`src/sv/lut_binary_coded_gemv_core_defines.svh`:
```
// Assertion shorthands shared by the core's modules.
// Every property is sampled on i_clk and held off while i_rst_n is low.
`ifndef LUT_BINARY_CODED_GEMV_CORE_DEFINES_SVH
`define LUT_BINARY_CODED_GEMV_CORE_DEFINES_SVH

// Same-cycle implication.
`define LBCG_ASSERT_IMP(lbl, ante, cons, msg) \
    lbl: assert property (@(posedge i_clk) disable iff (!i_rst_n) (ante) |-> (cons)) \
        else $error(msg);

// Next-cycle implication.
`define LBCG_ASSERT_NXT(lbl, ante, cons, msg) \
    lbl: assert property (@(posedge i_clk) disable iff (!i_rst_n) (ante) |=> (cons)) \
        else $error(msg);

`endif

```
`src/sv/lbcg_pkg.sv`:
```
package lbcg_pkg;

    localparam int ACT_BITS       = 16;
    localparam int MAX_LENGTH_DEF = 256;
    localparam int CHUNK          = 8;
    localparam int LANES          = 4;
    localparam int WORD_ELEMS     = CHUNK * LANES;
    localparam int LOOK_W         = ACT_BITS + 4;
    localparam int PSUM_W         = 25;
    localparam int SCALE_W        = 16;
    localparam int BIAS_W         = 16;
    localparam int PROD_W         = SCALE_W + PSUM_W;
    localparam int RES_W          = 48;
    localparam int IDX_W          = 12;
    localparam int CNT_W          = 4;
    localparam int ROWS_W         = 13;
    localparam int APB_AW         = 4;
    localparam int APB_DW         = 32;

    localparam logic [CNT_W-1:0]  CNT_MAX   = 4'd8;
    localparam logic [ROWS_W-1:0] ROWS_MAX  = 13'd4096;
    localparam logic [CNT_W-1:0]  WPP_RST   = 4'd8;
    localparam logic [CNT_W-1:0]  NPL_RST   = 4'd4;
    localparam logic [ROWS_W-1:0] ROWS_RST  = 13'd1024;

    typedef enum logic [1:0] {
        REG_WPP  = 2'd0,
        REG_NPL  = 2'd1,
        REG_BIAS = 2'd2,
        REG_ROWS = 2'd3
    } t_reg_idx;

    typedef enum logic {
        CMD_LOAD   = 1'b0,
        CMD_WEIGHT = 1'b1
    } t_cmd;

    typedef struct packed {
        logic                      first_word;
        logic                      first_row;
        logic                      last_plane;
        logic                      emit;
        logic                      last_row;
        logic [IDX_W-1:0]          row_index;
        logic signed [SCALE_W-1:0] scale;
    } t_ctl;

    typedef struct packed {
        logic                    last_row;
        logic [IDX_W-1:0]        row_index;
        logic signed [RES_W-1:0] value;
    } t_res;

    function automatic logic [CNT_W-1:0] clamp_cnt(input logic [CNT_W-1:0] v);
        logic [CNT_W-1:0] r;
        r = v;
        if (v == '0) begin
            r = 4'd1;
        end else if (v > CNT_MAX) begin
            r = CNT_MAX;
        end
        return r;
    endfunction

    function automatic logic [ROWS_W-1:0] clamp_rows(input logic [ROWS_W-1:0] v);
        logic [ROWS_W-1:0] r;
        r = v;
        if (v == '0) begin
            r = 13'd1;
        end else if (v > ROWS_MAX) begin
            r = ROWS_MAX;
        end
        return r;
    endfunction

endpackage

```
`src/sv/lbcg_merge.sv`:
```
`include "lut_binary_coded_gemv_core_defines.svh"

module lbcg_merge
    import lbcg_pkg::*;
(
    input  logic                     i_clk,
    input  logic                     i_rst_n,
    input  logic                     i_en,
    input  logic                     i_valid,
    input  t_ctl                     i_ctl,
    input  logic signed [LOOK_W-1:0] i_look [LANES],
    input  logic signed [RES_W-1:0]  i_bias_prod,
    output logic                     o_res_valid,
    output t_res                     o_res
);

    logic                      r_s3_valid;
    t_ctl                      r_s3_ctl;
    logic signed [RES_W-1:0]   r_s3_bias;
    logic signed [PSUM_W-1:0]  r_pacc;
    logic signed [PSUM_W-1:0]  n_pacc;

    logic                      r_s4_valid;
    t_ctl                      r_s4_ctl;
    logic signed [RES_W-1:0]   r_s4_bias;
    logic signed [PROD_W-1:0]  r_s4_prod;

    logic signed [RES_W-1:0]   r_racc;
    logic signed [RES_W-1:0]   n_racc;

    always_comb begin
        n_pacc = i_ctl.first_word ? '0 : r_pacc;
        for (int j = 0; j < LANES; j++) begin
            n_pacc = n_pacc + PSUM_W'(i_look[j]);
        end
    end

    // first word of a row seeds the row with the bias term
    always_comb begin
        n_racc = r_s4_ctl.first_row ? r_s4_bias : r_racc;
        if (r_s4_ctl.last_plane) begin
            n_racc = n_racc + RES_W'(r_s4_prod);
        end
    end

    always_ff @(posedge i_clk) begin
        if (!i_rst_n) begin
            r_s3_valid <= 1'b0;
            r_s4_valid <= 1'b0;
        end else if (i_en) begin
            r_s3_valid <= i_valid;
            r_s4_valid <= r_s3_valid;
        end
    end

    always_ff @(posedge i_clk) begin
        if (i_en) begin
            if (i_valid) begin
                r_pacc    <= n_pacc;
                r_s3_ctl  <= i_ctl;
                r_s3_bias <= i_bias_prod;
            end
            if (r_s3_valid) begin
                r_s4_prod <= PROD_W'($signed(r_s3_ctl.scale) * r_pacc);
                r_s4_ctl  <= r_s3_ctl;
                r_s4_bias <= r_s3_bias;
            end
            if (r_s4_valid) begin
                r_racc <= n_racc;
            end
        end
    end

    assign o_res_valid     = r_s4_valid & r_s4_ctl.emit;
    assign o_res.value     = n_racc;
    assign o_res.row_index = r_s4_ctl.row_index;
    assign o_res.last_row  = r_s4_ctl.last_row;

    `LBCG_ASSERT_IMP(a_emit_on_plane_end, r_s4_valid && r_s4_ctl.emit,
        r_s4_ctl.last_plane, "row result emitted off a plane boundary")

endmodule

```
`config.mk`:
```
export PLATFORM = sky130hd
export DESIGN_NAME = lbcg_merge
export DESIGN_NICKNAME = d
export VERILOG_FILES = /design/src/sv/lbcg_pkg.sv /design/src/sv/lbcg_merge.sv
export VERILOG_INCLUDE_DIRS = /design/src /design/src/sv
export SDC_FILE = /design/constraint.sdc
export NUM_CORES = 2
export LEC_CHECK = 0
export ABC_AREA = 1
export BUFFER_PORTS_ARGS = -buffer_cell sky130_fd_sc_hd__buf_4
export CORE_MARGIN = 3
export CORE_UTILIZATION = 55
export CTS_CLUSTER_SIZE = 16
export DETAILED_ROUTE_END_ITERATION = 6
export GPL_ROUTABILITY_DRIVEN = 0
export GPL_TIMING_DRIVEN = 0
export MAX_ROUTING_LAYER = met4
export PLACE_DENSITY_LB_ADDON = 0.1
export SLEW_MARGIN = 25
export SYNTH_ARGS = -nofsm -noshare
export SYNTH_HDL_FRONTEND = slang
export SYNTH_SLANG_ARGS = --single-unit
```
`constraint.sdc`:
```
create_clock -name i_clk -period 5.25 [get_ports i_clk]
set_input_delay 0.525 -clock i_clk [delete_from_list [all_inputs] [get_ports i_clk]]
set_output_delay 0.525 -clock i_clk [all_outputs]
set_load 0.02 [all_outputs]
```
## After elaboration in Yosys (flattened, before gate mapping)

Index checks and enable logic that the tools add are counted.

| word-level totals | value |
|---|---|
| register bits after elaboration | 260 |
| output and inout port bits | 62 |
| latch bits | 0 |
| memories | 0 |
| RAM bits | 0 |
| bits of input ports | 165 |
| logic and storage cells | 31 |
| memory bits (read-only) | 0 |

| operators by class | value |
|---|---|
| multipliers | 1 |
| div/mod/pow operators | 0 |
| $add $sub $neg | 5 |
| $lt $le $gt $ge | 0 |
| equal/unequal tests | 0 |
| shift-type cells | 0 |
| bitwise gates (word level) | 1 |
| reduce and logical (&&, ||, !) cells | 3 |
| muxes and demuxes | 3 |

Operator list:

| cell | number |
|---|---|
| 25-bit by 20-bit adder with 25-bit output | 4 |
| 48-bit two-way mux | 2 |
| 48-bit by 41-bit adder with 48-bit output | 1 |
| 16-bit by 25-bit multiplier with 41-bit output | 1 |
| 25-bit two-way mux | 1 |
| 2-bit AND reduction | 3 |
| 1-bit bitwise AND | 1 |

## Longest topological paths before layout

| depth | value |
|---|---|
| depth after elaboration | 5 |
| depth in mapped cells | 29 |
| mapped depth without buffers | 27 |

## Worst setup path before layout

OpenSTA, ideal clock, no wires.

| path | value |
|---|---|
| path type | reg-to-reg |
| start | reg r_pacc[24] |
| end | reg r_s4_prod[40] (data pin) |
| data arrival time | 5.575 ns |
| slack | -0.579 ns |
| cell stages (with the launch flop) | 23 |
| setup time | 0.254 ns |
| buffers on the path | 2 |
| cell sequence | edfxtp_1 -> clkbuf_1 -> clkbuf_1 -> nand2_1 -> fa_1 -> inv_1 -> fa_1 -> inv_1 -> fa_1 -> inv_1 -> fa_1 -> inv_1 -> fa_1 -> fa_1 -> inv_1 -> ha_1 -> inv_1 -> nor3_1 -> nand2_1 -> nor2_1 -> nand3_1 -> nand4_1 -> nand2_1 |

| on the way | value |
|---|---|
| word-level cells in the longest chain between the ends | 1 |

Ends and longest elaborated chain:

| item | RTL line | text |
|---|---|---|
| from (decl) | lbcg_merge.sv:20 | `logic signed [PSUM_W-1:0] r_pacc;` |
| from (signal assigned) | lbcg_merge.sv:59 | `r_pacc <= n_pacc;` |
| 16-bit by 25-bit multiplier with 41-bit output | lbcg_merge.sv:64 | `r_s4_prod <= PROD_W'($signed(r_s3_ctl.scale) * r_pacc);` |
| to (signal assigned) | lbcg_merge.sv:64 |  |
| to (decl) | lbcg_merge.sv:26 | `logic signed [PROD_W-1:0] r_s4_prod;` |

No other way between the ends.
A chain may end at the register's enable or synchronous reset.

## Final worst setup path

| path | value |
|---|---|
| start | reg r_pacc[17] |
| end | reg r_s4_prod[38] (data pin) |

The elaborated chain is that of the path after synthesis.

==> reports/results.txt <==
Die outline width = 246.2 um
FF-to-FF Start = r_pacc[17]
Req. time, crit path = 5.60 ns
Most used DFF post-synth = edfxtp_1
Fillers = 4,408
Initial drt markers = 2,209
Die area = 0.06060 sq mm
CP Capture Type = register
Asr flop ratio synth = 0
Final worst setup slack = -0.7489 ns
Commonest non-fill, non-tap cell in the layout = nand2_1
Detailed Route WL = 97,340 um
Vias in the first global route = 26,660
Core ar. = 0.05671 sq mm
# rows = 87
Ports = 227
# DRC = 12
Initial antenna violation count = 0
Cell count after synthesis = 3,843
Final setup fails = 30
Worst path arrival time = 6.35 ns
Syn Area/Cell = 8.256 sq um
Worst-path clk slew = 0.06 ns
Clk sink count = 260
Hold crit path type = in2reg
Area of the multi-input gates = 0.02141 sq mm
Post-synth top area share = 0.2858
Minimum clock period = 5.999 ns
Number of synthesized flops with an enable pin = 258
Clk Latency, worst-skew pair = 0.61 ns
Synthesized area = 0.03173 sq mm
FF+latch area = 0.007787 sq mm
Layout cells sized above 1 = 0.2329
WS Path Type = reg2reg
Ranking of synthesized cells by area = fa_1, edfxtp_1, nand2_1
Area leader, netlist = fa_1
CTS tree = done
Synthesized flop and latch total = 260
Average routed wire per standard cell = 19.39 um
Via count = 26,800
H-tree Lvls = 1
Fin Clk Skew = 0.02069 ns
RSZ-0062 raised after global routing = yes
Post-route ant nets = 0
YS warnings = 0
HP Start = i_ctl[4]
Hold Crit Depth = 1
Die H = 246.2 um
I/O Buffers = 226
Largest net degree at the start of global routing = 70
Maximum root-to-sink buffer count = 3
Commonest cells after routing, fill and taps aside = nand2_1, inv_1, fa_1, buf_4, edfxtp_1
Tightest Pin Transition = 0.7111 ns
Critical Path Fanout Max = 10
Total global-route track usage = 0.3190
Fin crit share = 1.143
Grt ovf = 0
Setup Total Neg Slack = -12.45 ns
Final Hold Fails = 0
Worst Setup Start Kind = register
Clock root cell = clkbuf_16
Inserted Clock Buffers = 29
Failing checks = DRC, setup timing
Post-DR vias/cell = 5.338
Fmax = 0.1667 GHz
Initial DRT Pass Iterations = 7
Synthesis-to-finish area growth = 24.00%
Max cap viols = 0
Antenna diodes = 0
Final Util = 0.6937
Status = finished, violations left
Worst R2R Path Depth = 22
Synth unique cells = 42
Dpl hpwl = 73,070 um
First-pass GRT wire length = 144,100 um
Sequential area share after synthesis = 0.2454
Worst Setup SP = r_pacc[17]
Max Slew Vio Count = 0
Post-layout nets = 5,034
Slew HR = 0.5260
Hold WS = 0.09344 ns
Syn Nets = 4,634
Initial Util = 0.5594
==> sequential cells by signal, summed over array words and instances, names as in the netlist <==
signal and count:
o_res 13, r_pacc 25, r_racc 48, r_s3_bias 48, r_s3_ctl 32, r_s3_valid 1, r_s4_bias 48, r_s4_ctl 3
r_s4_prod 41, r_s4_valid 1
==> final cells by class <==
class	instances	share of cell area
Timing Repair Buffer	382	0.07833
Sequential cell	260	0.1979
Tap cell	756	0.02404
Inverter	1005	0.09639
Multi-Input combinational cell	2450	0.5441
Clock inverter	15	0.004071
Clock buffer	37	0.01972
Buffer	115	0.03543
==> worst max-delay path, cell delays in order (launching register included) <==
cell      delay [ns]
edfxtp_1        0.35
clkbuf_8        0.19
buf_8           0.17
nand2_1         0.09
fa_1            0.48
inv_1           0.06
fa_1            0.57
inv_2           0.05
fa_1            0.53
inv_1           0.05
fa_1            0.52
fa_1            0.55
inv_1           0.05
fa_1            0.49
inv_2           0.05
ha_4            0.34
nand2_4         0.09
nor2_4          0.14
nand2_2         0.10
nor3_4          0.33
nand3b_1        0.30
nand4_1         0.19
nand2_1         0.05
==> path summary, 6_finish.rpt <==
check	endpoint	slack (ns)
worst max-delay path	r_s4_prod[38]	-0.75
worst min-delay path	r_s3_ctl[4]	0.09
worst max register to register	r_s4_prod[38]	-0.75
worst min register to register	o_res[48]	0.42
==> per-stage QoR <==
step	setup slack (ns)	area, sq um	std cells
after global placement	-1.429	34690	4825
after CTS	-0.4142	38020	4953
after floorplan	-0.02908	32050	3843
final	-0.7489	39340	5020
after global routing	-0.8492	39340	5020
after detailed placement	-1.416	34760	4827
==> layer usage <==
metal | up-vias | track usage | wire, um
li1 | 12220 | - | -
met1 | 12800 | 0.3792 | 36300
met2 | 1335 | 0.5355 | 46530
met3 | 439 | 0.05159 | 8167
met4 | 0 | 0.1452 | 6342
met5 | - | - | 0
==> timing repair <==
item | in CTS | in global routing
pin swaps | 108 | 139
setup buffers | 85 | 65
gates resized for setup | 418 | 236
gates cloned | 2 | 5
setup endpoints to repair | 32 | 32
hold buffers | 0 | 0
==> cells in the mapped netlist, types with 21 or more instances <==
master / number
nand2_1: 1073
inv_1: 981
fa_1: 453
edfxtp_1: 258
nor2_1: 181
ha_1: 173
nand3_1: 117
a21oi_1: 109
clkbuf_1: 107
o21ai_0: 65
xor2_1: 51
mux2_2: 38
nand4_1: 30
xnor2_1: 27
inv_2: 21
nor2_2: 21
==> cell families after synthesis <==
| family | after synthesis | synth area share |
|---|---|---|
| AOI/OAI and AO/OA | 215 | 0.03683 |
| xor gates and xnor gates | 78 | 0.02153 |
| muxes | 38 | 0.01349 |
| and+or+nand+nor | 1493 | 0.1928 |
| buffers and inverters | 1133 | 0.1358 |
| adders and majority gates | 626 | 0.3541 |
| DFF | 260 | 0.2454 |
Power is left out: the tool's default activity adds up to more than one toggle a clock period on the data nets, which glitch-free logic cannot reach.
