===== config.mk =====
export PLATFORM = sky130hd
export DESIGN_NAME = lbcg_lane
export DESIGN_NICKNAME = d
export VERILOG_FILES = /design/src/sv/lut_binary_coded_gemv_core_defines.svh /design/src/sv/lbcg_pkg.sv /design/src/sv/lbcg_lane.sv
export SDC_FILE = /design/constraint.sdc
export NUM_CORES = 1
export LEC_CHECK = 0
export BUFFER_PORTS_ARGS = -buffer_cell sky130_fd_sc_hd__buf_4
export CORE_MARGIN = 2
export CORE_UTILIZATION = 45
export CTS_CLUSTER_SIZE = 20
export DETAILED_ROUTE_END_ITERATION = 10
export GPL_TIMING_DRIVEN = 0
export PLACE_DENSITY_LB_ADDON = 0.15
export SYNTH_ARGS = -nofsm -noshare
export SYNTH_HDL_FRONTEND = slang
export SYNTH_SLANG_ARGS = --single-unit

===== constraint.sdc =====
create_clock -name i_clk -period 18.3 [get_ports i_clk]
set_input_delay 1.83 -clock i_clk [delete_from_list [all_inputs] [get_ports i_clk]]
set_output_delay 1.83 -clock i_clk [all_outputs]
set_load 0.005 [all_outputs]

===== src/sv/lut_binary_coded_gemv_core_defines.svh =====
// Assertion shorthands shared by the core's modules.
// Every property is sampled on i_clk and held off while i_rst_n is low.
`ifndef LUT_BINARY_CODED_GEMV_CORE_DEFINES_SVH
`define LUT_BINARY_CODED_GEMV_CORE_DEFINES_SVH

// Same-cycle implication.
`define LBCG_ASSERT_IMP(lbl, ante, cons, msg) \
    lbl: assert property (@(posedge i_clk) disable iff (!i_rst_n) (ante) |-> (cons)) \
        else $error(msg);

// Next-cycle implication.
`define LBCG_ASSERT_NXT(lbl, ante, cons, msg) \
    lbl: assert property (@(posedge i_clk) disable iff (!i_rst_n) (ante) |=> (cons)) \
        else $error(msg);

`endif


===== src/sv/lbcg_pkg.sv =====
package lbcg_pkg;

    localparam int ACT_BITS       = 16;
    localparam int MAX_LENGTH_DEF = 256;
    localparam int CHUNK          = 8;
    localparam int LANES          = 4;
    localparam int WORD_ELEMS     = CHUNK * LANES;
    localparam int LOOK_W         = ACT_BITS + 4;
    localparam int PSUM_W         = 25;
    localparam int SCALE_W        = 16;
    localparam int BIAS_W         = 16;
    localparam int PROD_W         = SCALE_W + PSUM_W;
    localparam int RES_W          = 48;
    localparam int IDX_W          = 12;
    localparam int CNT_W          = 4;
    localparam int ROWS_W         = 13;
    localparam int APB_AW         = 4;
    localparam int APB_DW         = 32;

    localparam logic [CNT_W-1:0]  CNT_MAX   = 4'd8;
    localparam logic [ROWS_W-1:0] ROWS_MAX  = 13'd4096;
    localparam logic [CNT_W-1:0]  WPP_RST   = 4'd8;
    localparam logic [CNT_W-1:0]  NPL_RST   = 4'd4;
    localparam logic [ROWS_W-1:0] ROWS_RST  = 13'd1024;

    typedef enum logic [1:0] {
        REG_WPP  = 2'd0,
        REG_NPL  = 2'd1,
        REG_BIAS = 2'd2,
        REG_ROWS = 2'd3
    } t_reg_idx;

    typedef enum logic {
        CMD_LOAD   = 1'b0,
        CMD_WEIGHT = 1'b1
    } t_cmd;

    typedef struct packed {
        logic                      first_word;
        logic                      first_row;
        logic                      last_plane;
        logic                      emit;
        logic                      last_row;
        logic [IDX_W-1:0]          row_index;
        logic signed [SCALE_W-1:0] scale;
    } t_ctl;

    typedef struct packed {
        logic                    last_row;
        logic [IDX_W-1:0]        row_index;
        logic signed [RES_W-1:0] value;
    } t_res;

    function automatic logic [CNT_W-1:0] clamp_cnt(input logic [CNT_W-1:0] v);
        logic [CNT_W-1:0] r;
        r = v;
        if (v == '0) begin
            r = 4'd1;
        end else if (v > CNT_MAX) begin
            r = CNT_MAX;
        end
        return r;
    endfunction

    function automatic logic [ROWS_W-1:0] clamp_rows(input logic [ROWS_W-1:0] v);
        logic [ROWS_W-1:0] r;
        r = v;
        if (v == '0) begin
            r = 13'd1;
        end else if (v > ROWS_MAX) begin
            r = ROWS_MAX;
        end
        return r;
    endfunction

endpackage


===== src/sv/lbcg_lane.sv =====
module lbcg_lane
    import lbcg_pkg::*;
#(
    parameter int  MAX_LENGTH = MAX_LENGTH_DEF,
    localparam int ROWS       = MAX_LENGTH / WORD_ELEMS,
    localparam int RW         = (ROWS > 1) ? $clog2(ROWS) : 1
) (
    input  logic                       i_clk,
    input  logic                       i_en,
    input  logic                       i_wr,
    input  logic [RW-1:0]              i_wr_row,
    input  logic [2:0]                 i_wr_elem,
    input  logic signed [ACT_BITS-1:0] i_wr_data,
    input  logic                       i_rd,
    input  logic [RW-1:0]              i_rd_row,
    input  logic [CHUNK-1:0]           i_sel,
    output logic signed [LOOK_W-1:0]   o_look
);

    logic signed [ACT_BITS-1:0] r_mem [ROWS][CHUNK];
    logic signed [ACT_BITS-1:0] r_q [CHUNK];
    logic [CHUNK-1:0]           r_bits;
    logic signed [LOOK_W-1:0]   r_look;
    logic signed [LOOK_W-1:0]   n_look;

    always_ff @(posedge i_clk) begin
        if (i_wr) begin
            r_mem[i_wr_row][i_wr_elem] <= i_wr_data;
        end
        if (i_rd) begin
            r_q    <= r_mem[i_rd_row];
            r_bits <= i_sel;
        end
        if (i_en) begin
            r_look <= n_look;
        end
    end

    // set bit adds the element, clear bit subtracts it
    always_comb begin
        n_look = '0;
        for (int s = 0; s < CHUNK; s++) begin
            if (r_bits[s]) begin
                n_look = n_look + LOOK_W'(r_q[s]);
            end else begin
                n_look = n_look - LOOK_W'(r_q[s]);
            end
        end
    end

    assign o_look = r_look;

endmodule


* After elaboration in Yosys (flattened, before gate mapping) *
Memories as Yosys holds them, arrays and structs flattened. A register that Yosys moved wholly into a read port is not among the register bits.
Index checks and enable logic that the tools add are counted.

cells by class
  $add $sub $neg = 15
  $lt $le $gt $ge = 2
  reductions and logical operators = 1
  muxes and demuxes = 12
  bitwise operators = 1

operator list
  operator                 number
  $mux W20                 8
  $add A20 B16 Y20         7
  $sub A20 B16 Y20         7
  $mux W128                1
  $demux W16 S3            1
  $sub A1 B16 Y17 const A  1
  $mux W16                 1
  $ge A4 B4 Y1 const B     1
  $lt A4 B1 Y1 const B     1
  $not A3 Y4               1
  $logic_and A1 B1 Y1      1
  $mux W1                  1

storage, ports and cells
  memories kept = 1
  input port bits = 37
  bits in registers = 28
  bits in writable memories = 1024

memory list
  name   words  bits a word  rd ports  clocked after Yosys merged registers in  wr ports  line             text
  r_mem  8      128          1         1                                        1         lbcg_lane.sv:20  logic signed [ACT_BITS-1:0] r_mem [ROWS][CHUNK];

* Longest topological paths before layout *
Gate-level depths: netlist of run 1.

  word-level depth = 16
  mapped depth = 50
  gate-level depth less buffers = 50

* Least setup slack after synthesis of run 1 *
Ideal clock, no wire load.

  path kind = register to register
  start = register r_q[112] (netlist name) (read register of r_mem)
  end = register r_look[19] (netlist: o_look[19]) (data pin)
  required time = 18.039 ns
  library setup time = 0.261 ns
  buffers on the path = 0
  slack = 9.564 ns
  period minus slack after synthesis = 8.736 ns
  data arrival time = 8.475 ns
  cell stages (with the launch flop) = 41
  path through = edfxtp_1 > inv_1 > ha_1 > mux2_2 > fa_1 > ha_1 > a21o_1 > a21oi_1 > xnor2_1 > ha_1 > nand2_1 > nor2_1 > a211o_1 > or3_1 > a21oi_1 > xnor2_1 > ha_1 > a21oi_1 > [5 not listed] > xor2_1 > ha_1 > or4_1 > a31oi_1 > nand2b_1 > nand2b_1 > a21oi_1 > xnor2_1 > ha_1 > and2_1 > o21ai_0 > o31ai_1 > o41ai_1 > o21ai_0 > xor2_1 > xnor2_1 > xnor2_1 > xnor2_1

on the way
  word-level cells in the longest chain between the ends = 16

ends and longest elaborated chain
  what                                                  line                              text
  from (decl)                                           lbcg_lane.sv:21                   logic signed [ACT_BITS-1:0] r_q [CHUNK];
  $sub A1 B16 Y17                                       lbcg_lane.sv:46                   n_look = n_look - LOOK_W'(r_q[s]);
  $mux W20 *                                            lbcg_lane.sv:43                   if (r_bits[s]) begin
  $sub A20 B16 Y20 or $add A20 B16 Y20 (tied branches)  lbcg_lane.sv:46, lbcg_lane.sv:44
  $mux W20 *                                            lbcg_lane.sv:43
  $sub A20 B16 Y20 or $add A20 B16 Y20 (tied branches)  lbcg_lane.sv:46, lbcg_lane.sv:44
  $mux W20 *                                            lbcg_lane.sv:43
  $sub A20 B16 Y20 or $add A20 B16 Y20 (tied branches)  lbcg_lane.sv:46, lbcg_lane.sv:44
  $mux W20 *                                            lbcg_lane.sv:43
  $sub A20 B16 Y20 or $add A20 B16 Y20 (tied branches)  lbcg_lane.sv:46, lbcg_lane.sv:44
  $mux W20 *                                            lbcg_lane.sv:43
  $sub A20 B16 Y20 or $add A20 B16 Y20 (tied branches)  lbcg_lane.sv:46, lbcg_lane.sv:44
  $mux W20 *                                            lbcg_lane.sv:43
  $sub A20 B16 Y20 or $add A20 B16 Y20 (tied branches)  lbcg_lane.sv:46, lbcg_lane.sv:44
  $mux W20 *                                            lbcg_lane.sv:43
  $sub A20 B16 Y20 or $add A20 B16 Y20 (tied branches)  lbcg_lane.sv:46, lbcg_lane.sv:44
  $mux W20 *                                            lbcg_lane.sv:43
  via n_look[19]                                        lbcg_lane.sv:24                   logic signed [LOOK_W-1:0] n_look;
  to (signal assigned)                                  lbcg_lane.sv:35                   r_look <= n_look;
  to (decl)                                             lbcg_lane.sv:23                   logic signed [LOOK_W-1:0] r_look;

The timed path passes the listed nets; every way through them passes the cells marked *.
A chain may end at the register's enable or synchronous reset.

* Final worst setup path of run 1 *
  start = register r_bits[0]
  end = register r_look[19] (netlist: o_look[19]) (data pin)

on the way
  word-level cells in the longest chain between the ends = 15

ends and longest elaborated chain
  what                                                  line                              text
  from (decl)                                           lbcg_lane.sv:22                   logic [CHUNK-1:0] r_bits;
  from (signal assigned)                                lbcg_lane.sv:32                   r_bits <= i_sel;
  $mux W20 *                                            lbcg_lane.sv:43
  $sub A20 B16 Y20 or $add A20 B16 Y20 (tied branches)  lbcg_lane.sv:46, lbcg_lane.sv:44
  $mux W20 *                                            lbcg_lane.sv:43
  $sub A20 B16 Y20 or $add A20 B16 Y20 (tied branches)  lbcg_lane.sv:46, lbcg_lane.sv:44
  $mux W20 *                                            lbcg_lane.sv:43
  $sub A20 B16 Y20 or $add A20 B16 Y20 (tied branches)  lbcg_lane.sv:46, lbcg_lane.sv:44
  $mux W20 *                                            lbcg_lane.sv:43
  $sub A20 B16 Y20 or $add A20 B16 Y20 (tied branches)  lbcg_lane.sv:46, lbcg_lane.sv:44
  $mux W20 *                                            lbcg_lane.sv:43
  $sub A20 B16 Y20 or $add A20 B16 Y20 (tied branches)  lbcg_lane.sv:46, lbcg_lane.sv:44
  $mux W20 *                                            lbcg_lane.sv:43
  $sub A20 B16 Y20 or $add A20 B16 Y20 (tied branches)  lbcg_lane.sv:46, lbcg_lane.sv:44
  $mux W20 *                                            lbcg_lane.sv:43
  $sub A20 B16 Y20 or $add A20 B16 Y20 (tied branches)  lbcg_lane.sv:46, lbcg_lane.sv:44
  $mux W20 *                                            lbcg_lane.sv:43
  via n_look[19]                                        lbcg_lane.sv:24

Marked as above.

==> out/metrics.csv, run 1 <==
metric,value,unit
status,finished with violations,
failed_checks,"max-capacitance violations, max-slew violations",
grt_use_total,20.7,%
ff2ff_path_depth,47,
grt_max_degree,97,
fillers,9073,
core.rowCount,124,
yosys_warnings,0,
hold_path.class,flop to flop,
cp.arrival,11.75,ns
vias_per_cell,5.62,
nNetsFinal,3311,
synth_top_cell_by_area,edfxtp_1,
port_buffers,50,
drv_cap,2,
fp.coreArea,0.114,mm^2
hp-start,r_q[0],
cp_top_family,compound AO/OA/AOI/OAI gates,
firstDrtPassIters,5,
endpoint_kind,flop,
ctsHtreeMaxLevel,3,
die_height,343,um
tns,0,ns
wl_per_cell,25.4,um
hold_depth,1,
synthArstFlopShare,0,%
start_kind,flop,
post_cts.repair.setup_buffers,0,
cp.required,18.75,ns
cp_num_buf_inv,3,
syn_inst,2905,
start_util,45.3,%
io_pins,57,
min_to,o_look[0],
final_common_cell,edfxtp_1,
die_w,343,um
regArea,0.0354,mm^2
ctsResizeCount,0,
slew_headroom,-0.535,%
drive_gt1_share,23.6,%
drc,0,
final-hold-violation-count,0,
grt_overflow,0,
min_period,11.30,ns
gp_congestion,0.873,
clk_pin_slew,0.06,ns
r2r_end,o_look[19],
crit_path_max_incr_delay,0.48,ns
critPathKind,flop to flop,
syn_nets,3090,
rrSetupSlack,7.00,ns
clockBufferDepth,3,
cts.sinks,1180,
cts_made_buffers,118,
antenna_found_initial,7,
grt_pass1_wl,177,mm
fin_util,51.5,%
multi_input_area,0.0158,mm^2
vias,26600,
slew_violations,9,
ys_ff_latch,1180,
grt_pass1_vias,27500,
slowest_stage,xnor2_1,
syn_area,0.0516,mm^2
fmax,88.5,MHz
setup_viol_count_final,0,
synth_area_per_cell,17.8,um^2
drtAntennaViolNets,0,
synthDistinctLibCells,78,
cts_root_buffer,clkbuf_16,
dominantRegCellSynth,edfxtp_1,
cts_tree,done,
rsz0062_at_grt,false,
path_max_fanout,10,
dpl.hpwl,77.2,mm
synth_top_area_share,68.6,%
seq_area_frac_synth,68.6,%
cp_common_cell,xnor2_1,
reg2reg_from,r_bits[0],
clock_latency,0.72,ns
tightest_slew,1.50,ns
drt-total-wl,120,mm
final_cell_mix,"edfxtp_1 (1,180), mux4_2 (256), nor2_1 (155)",
synthTopCellsByArea,"edfxtp_1 (69%), mux4_2 (11%), ha_1 (3.4%), mux2_2 (3.0%), xor2_1 (2.1%)",
fin_skew,0.0220,ns
area_delta_synth_final,13.8,%
min_period_over_period,61.8,%
synth-edff-count,1180,
hold_ws,0.734,ns
drt_iter0_drc,2328,
fp.dieArea,0.117,mm^2
cts_hold_buf,0,
[sequential cells by signal (all words and copies together) (netlist names)]
| name | cells |
|---|---|
| r_q | 128 |
| r_mem | 1024 |
| r_bits | 8 |
| o_look | 20 |
[worst register-to-register path, delay by kind of cell, from the launching register on]
family | cells | cell delay, ns
simple gates | 8 | 1.18
compound gates | 18 | 3.63
xor+xnor | 11 | 2.67
buf+inv | 3 | 0.79
fa+ha+maj | 7 | 2.31
flops | 1 | 0.45
[per-layer routing]
layer / up-vias / part of all wire, % / wire, um / track usage, %
li1: 12000 / - / - / -
met1: 13800 / 43 / 51900 / 28.1
met2: 636 / 49 / 59600 / 34.7
met3: 172 / 4.8 / 5800 / 2.93
met4: 6 / 2.6 / 3110 / 6.48
met5: - / 0.030 / 36 / 0
[logic make-up (layout without fill, tap and decap cells)]
logic type	count (synthesis)	count (layout)	synth area share (%)
flip-flops	1180	1180	68.6
AND/OR/NAND/NOR	456	456	4.25
multiplexers	396	396	14.2
AO/OA/AOI/OAI	328	328	3.96
XOR/XNOR	236	236	4.09
buffers and inverters	161	482	1.17
adder cells (fa/ha/maj)	148	148	3.69
other	0	3	0
[layout make-up]
type | count | area share (%)
diodes | 3 | 0.0128
plain buffers | 93 | 0.599
clock buffers | 135 | 5.21
clock inverters | 85 | 1.45
inverters | 68 | 0.435
multi-input cells | 1564 | 26.8
flip-flops and latches | 1180 | 60.3
well taps | 1512 | 3.22
repair buffers | 101 | 1.93
[stage by stage]
step | instance area [um^2] | setup slack, ns | cells
after global placement | 53900 | 7.31 | 4467
after floorplan | 51600 | 9.56 | 2905
final | 58700 | 7.00 | 4741
after global routing | 58700 | 6.07 | 4738
after CTS | 58700 | 7.09 | 4738
after detailed placement | 54800 | 7.20 | 4518
[how the worst max path moves through the flow]
stage | startpoint | end | slack, ns | cells past startpoint
2_1_floorplan | r_q[112] | o_look[19] | 9.56 | 40
3_3_place_gp | r_bits[0] | o_look[19] | 7.31 | 47
3_5_place_dp | r_bits[0] | o_look[19] | 7.20 | 47
4_1_cts | r_bits[0] | o_look[19] | 7.09 | 47
5_1_grt | r_bits[0] | o_look[19] | 6.07 | 48
6_report | r_bits[0] | o_look[19] | 7.00 | 47
[synth_stat cells, drive strengths merged, types with 4 or more instances]
cell type / count
o21ai: 53
nor3: 44
xnor2: 110
a31oi: 15
ha: 141
nand2: 56
and2: 8
a21boi: 4
or3: 14
nand2b: 17
nor3b: 8
clkbuf: 62
mux2: 140
inv: 68
o21bai: 25
and3: 8
xor2: 123
fa: 7
nand3b: 9
a21o: 31
buf: 31
o31ai: 6
nor2b: 13
a21oi: 145
a211oi: 4
edfxtp: 1180
nor4: 18
o21a: 12
o41ai: 5
o211ai: 5
mux4: 256
or4: 7
nand3: 17
or2: 4
nor2: 219
Power of run 1 is left out: the tool's default activity adds up to more than one toggle a clock period on the data nets, which glitch-free logic cannot reach.
==> run 2, diff against run 1 <==
==> constraint.sdc (replaced) <==
create_clock -name i_clk -period 11.6 [get_ports i_clk]
set_input_delay 1.16 -clock i_clk [delete_from_list [all_inputs] [get_ports i_clk]]
set_output_delay 1.16 -clock i_clk [all_outputs]
set_load 0.005 [all_outputs]
==> run 2 against run 1 <==
Net effect: the flow still finishes with violations (max-capacitance violations, max-slew violations); worst hold slack got worse by 0.12 ns; die area unchanged; design area about the same; setup slack got worse by 6.1 ns; highest routed layer unchanged; cell count is essentially flat; wire length about the same; clock skew is 0.0022 ns higher.
==> out/metrics.csv, run 2 (same netlist as run 1, synthesis figures left out) <==
metric,value,unit,change
status,finished with violations,,unchanged
failed_checks,"max-capacitance violations, max-slew violations",,unchanged
fin_skew,0.0242,ns,was 0.0220 ns
clockBufferDepth,3,,unchanged
min_period,10.73,ns,was 11.30 ns
tns,0,ns,unchanged
ff2ff_path_depth,46,,was 47
slowest_stage,edfxtp_1,,was xnor2_1
grt_max_degree,97,,unchanged
gp_congestion,0.873,,unchanged
startpoint,r_bits[0],,unchanged
start_util,45.3,%,unchanged
port_buffers,50,,unchanged
io_pins,57,,unchanged
clk_pin_slew,0.06,ns,about the same
setup_viol_count_final,0,,unchanged
fp.coreArea,0.114,mm^2,unchanged
fp.dieArea,0.117,mm^2,unchanged
largest_reg_flops,1024,,unchanged
start_kind,flop,,unchanged
clock_latency,0.72,ns,about the same
vias,26600,,about the same
cp.arrival,11.23,ns,was 11.75 ns
firstDrtPassIters,7,,was 5
regMostFlops,r_mem,,unchanged
drc,0,,unchanged
final_common_cell,edfxtp_1,,unchanged
hold_depth,1,,unchanged
hp-start,i_sel[6],,was r_q[0]
dpl.hpwl,77.2,mm,unchanged
path_max_fanout,10,,unchanged
min_to,r_bits[6],,was o_look[0]
slew_violations,10,,was 9
regArea,0.0354,mm^2,unchanged
grt_pass1_vias,27500,,unchanged
drive_gt1_share,23.7,%,was 23.6%
grt_pass1_wl,177,mm,unchanged
drtAntennaViolNets,0,,unchanged
met1_usage,28.1,%,unchanged
cts_made_buffers,118,,unchanged
die_height,343,um,unchanged
hold_path.class,input port to flop,,was flop to flop
drv_cap,2,,unchanged
reg2reg_from,r_bits[0],,unchanged
area_delta_synth_final,13.8,%,about the same
wl_per_cell,25.4,um,about the same
cts.sinks,1180,,unchanged
min_period_over_period,92.5,%,was 61.8%
cp_top_family,compound AO/OA/AOI/OAI gates,,unchanged
busiest_layer,met2,,unchanged
critPathKind,flop to flop,,unchanged
multi_input_area,0.0158,mm^2,about the same
fmax,93.2,MHz,was 88.5 MHz
die_w,343,um,unchanged
final-hold-violation-count,0,,unchanged
cts_root_buffer,clkbuf_16,,unchanged
core.rowCount,124,,unchanged
cts_tree,done,,unchanged
cp.required,12.10,ns,was 18.75 ns
ctsHtreeMaxLevel,3,,unchanged
cts_hold_buf,0,,unchanged
rsz0062_at_grt,false,,unchanged
fillers,9065,,"was 9,073"
grt_overflow,0,,unchanged
r2r_end,o_look[19],,unchanged
drt-total-wl,121,mm,was 120 mm
drt_iter0_drc,2309,,"was 2,328"
use_met3,2.93,%,unchanged
endpoint_kind,flop,,unchanged
cp_num_buf_inv,2,,was 3
gr-usage-met2,34.7,%,unchanged
tightest_slew,1.51,ns,was 1.50 ns
nNetsFinal,3310,,"was 3,311"
antenna_found_initial,7,,unchanged
vias_per_cell,5.60,,was 5.62
final_cell_mix,"edfxtp_1 (1,180), mux4_2 (256), nor2_1 (155)",,unchanged
grt_use_total,20.7,%,unchanged
post_cts.repair.setup_buffers,0,,unchanged
crit_path_max_incr_delay,0.60,ns,was 0.48 ns
slew_headroom,-1.23,%,was -0.535%
rrSetupSlack,0.87,ns,was 7.00 ns
==> run 2: worst max path at each step <==
stage / slack (ns) / to / cells past startpoint
CTS: 0.39 / o_look[19] / 47
finish: 0.87 / o_look[19] / 46
global route: 0.06 / o_look[19] / 47
floorplan: 2.86 / o_look[19] / 40
global placement: 0.61 / o_look[19] / 47
detailed placement: 0.50 / o_look[19] / 47
==> run 2: routing by layer <==
metal,vias up,routed length (um)
li1,12000,-
met1,13700,51900
met2,654,59400
met3,168,5940
met4,6,3210
met5,-,36
==> run 2: worst reg2reg max path: cells and delay by family, from the launching register on <==
family | cells | cell delay [ns]
xor gates and xnor gates | 11 | 2.42
buffers and inverters | 2 | 0.35
and+or+nand+nor | 9 | 1.36
adders and majority gates | 7 | 2.29
DFF | 1 | 0.60
AOI/OAI and AO/OA | 17 | 3.49
==> run 2: per-stage QoR <==
stage	setup slack (ns)	std cells	cell area, um^2	util (%)	hold slack (ns)
final	0.874	4738	58800	51.5	0.618
after global placement	0.610	4467	53900	47.3	0.702
after detailed placement	0.504	4518	54800	48.1	0.721
after CTS	0.392	4738	58700	51.5	0.565
after floorplan	2.86	2905	51600	-	0.599
after global routing	0.0609	4737	58800	51.5	0.594
==> run 2: repair_timing <==
item,CTS,global route
gates resized for setup,0,7
setup endpoints to repair,0,1
hold endpoints to repair,0,0
==> run 2: area by class of cell <==
type / instances / area share [%]
antenna: 1 / 0.00426
buffer: 92 / 0.596
clock buffer: 135 / 5.21
clock inverter: 85 / 1.45
inverter: 68 / 0.434
multi-input combinational: 1564 / 26.9
sequential: 1180 / 60.3
tap: 1512 / 3.22
timing repair buffer: 101 / 1.92
Power of run 2 is left out for the same reason.
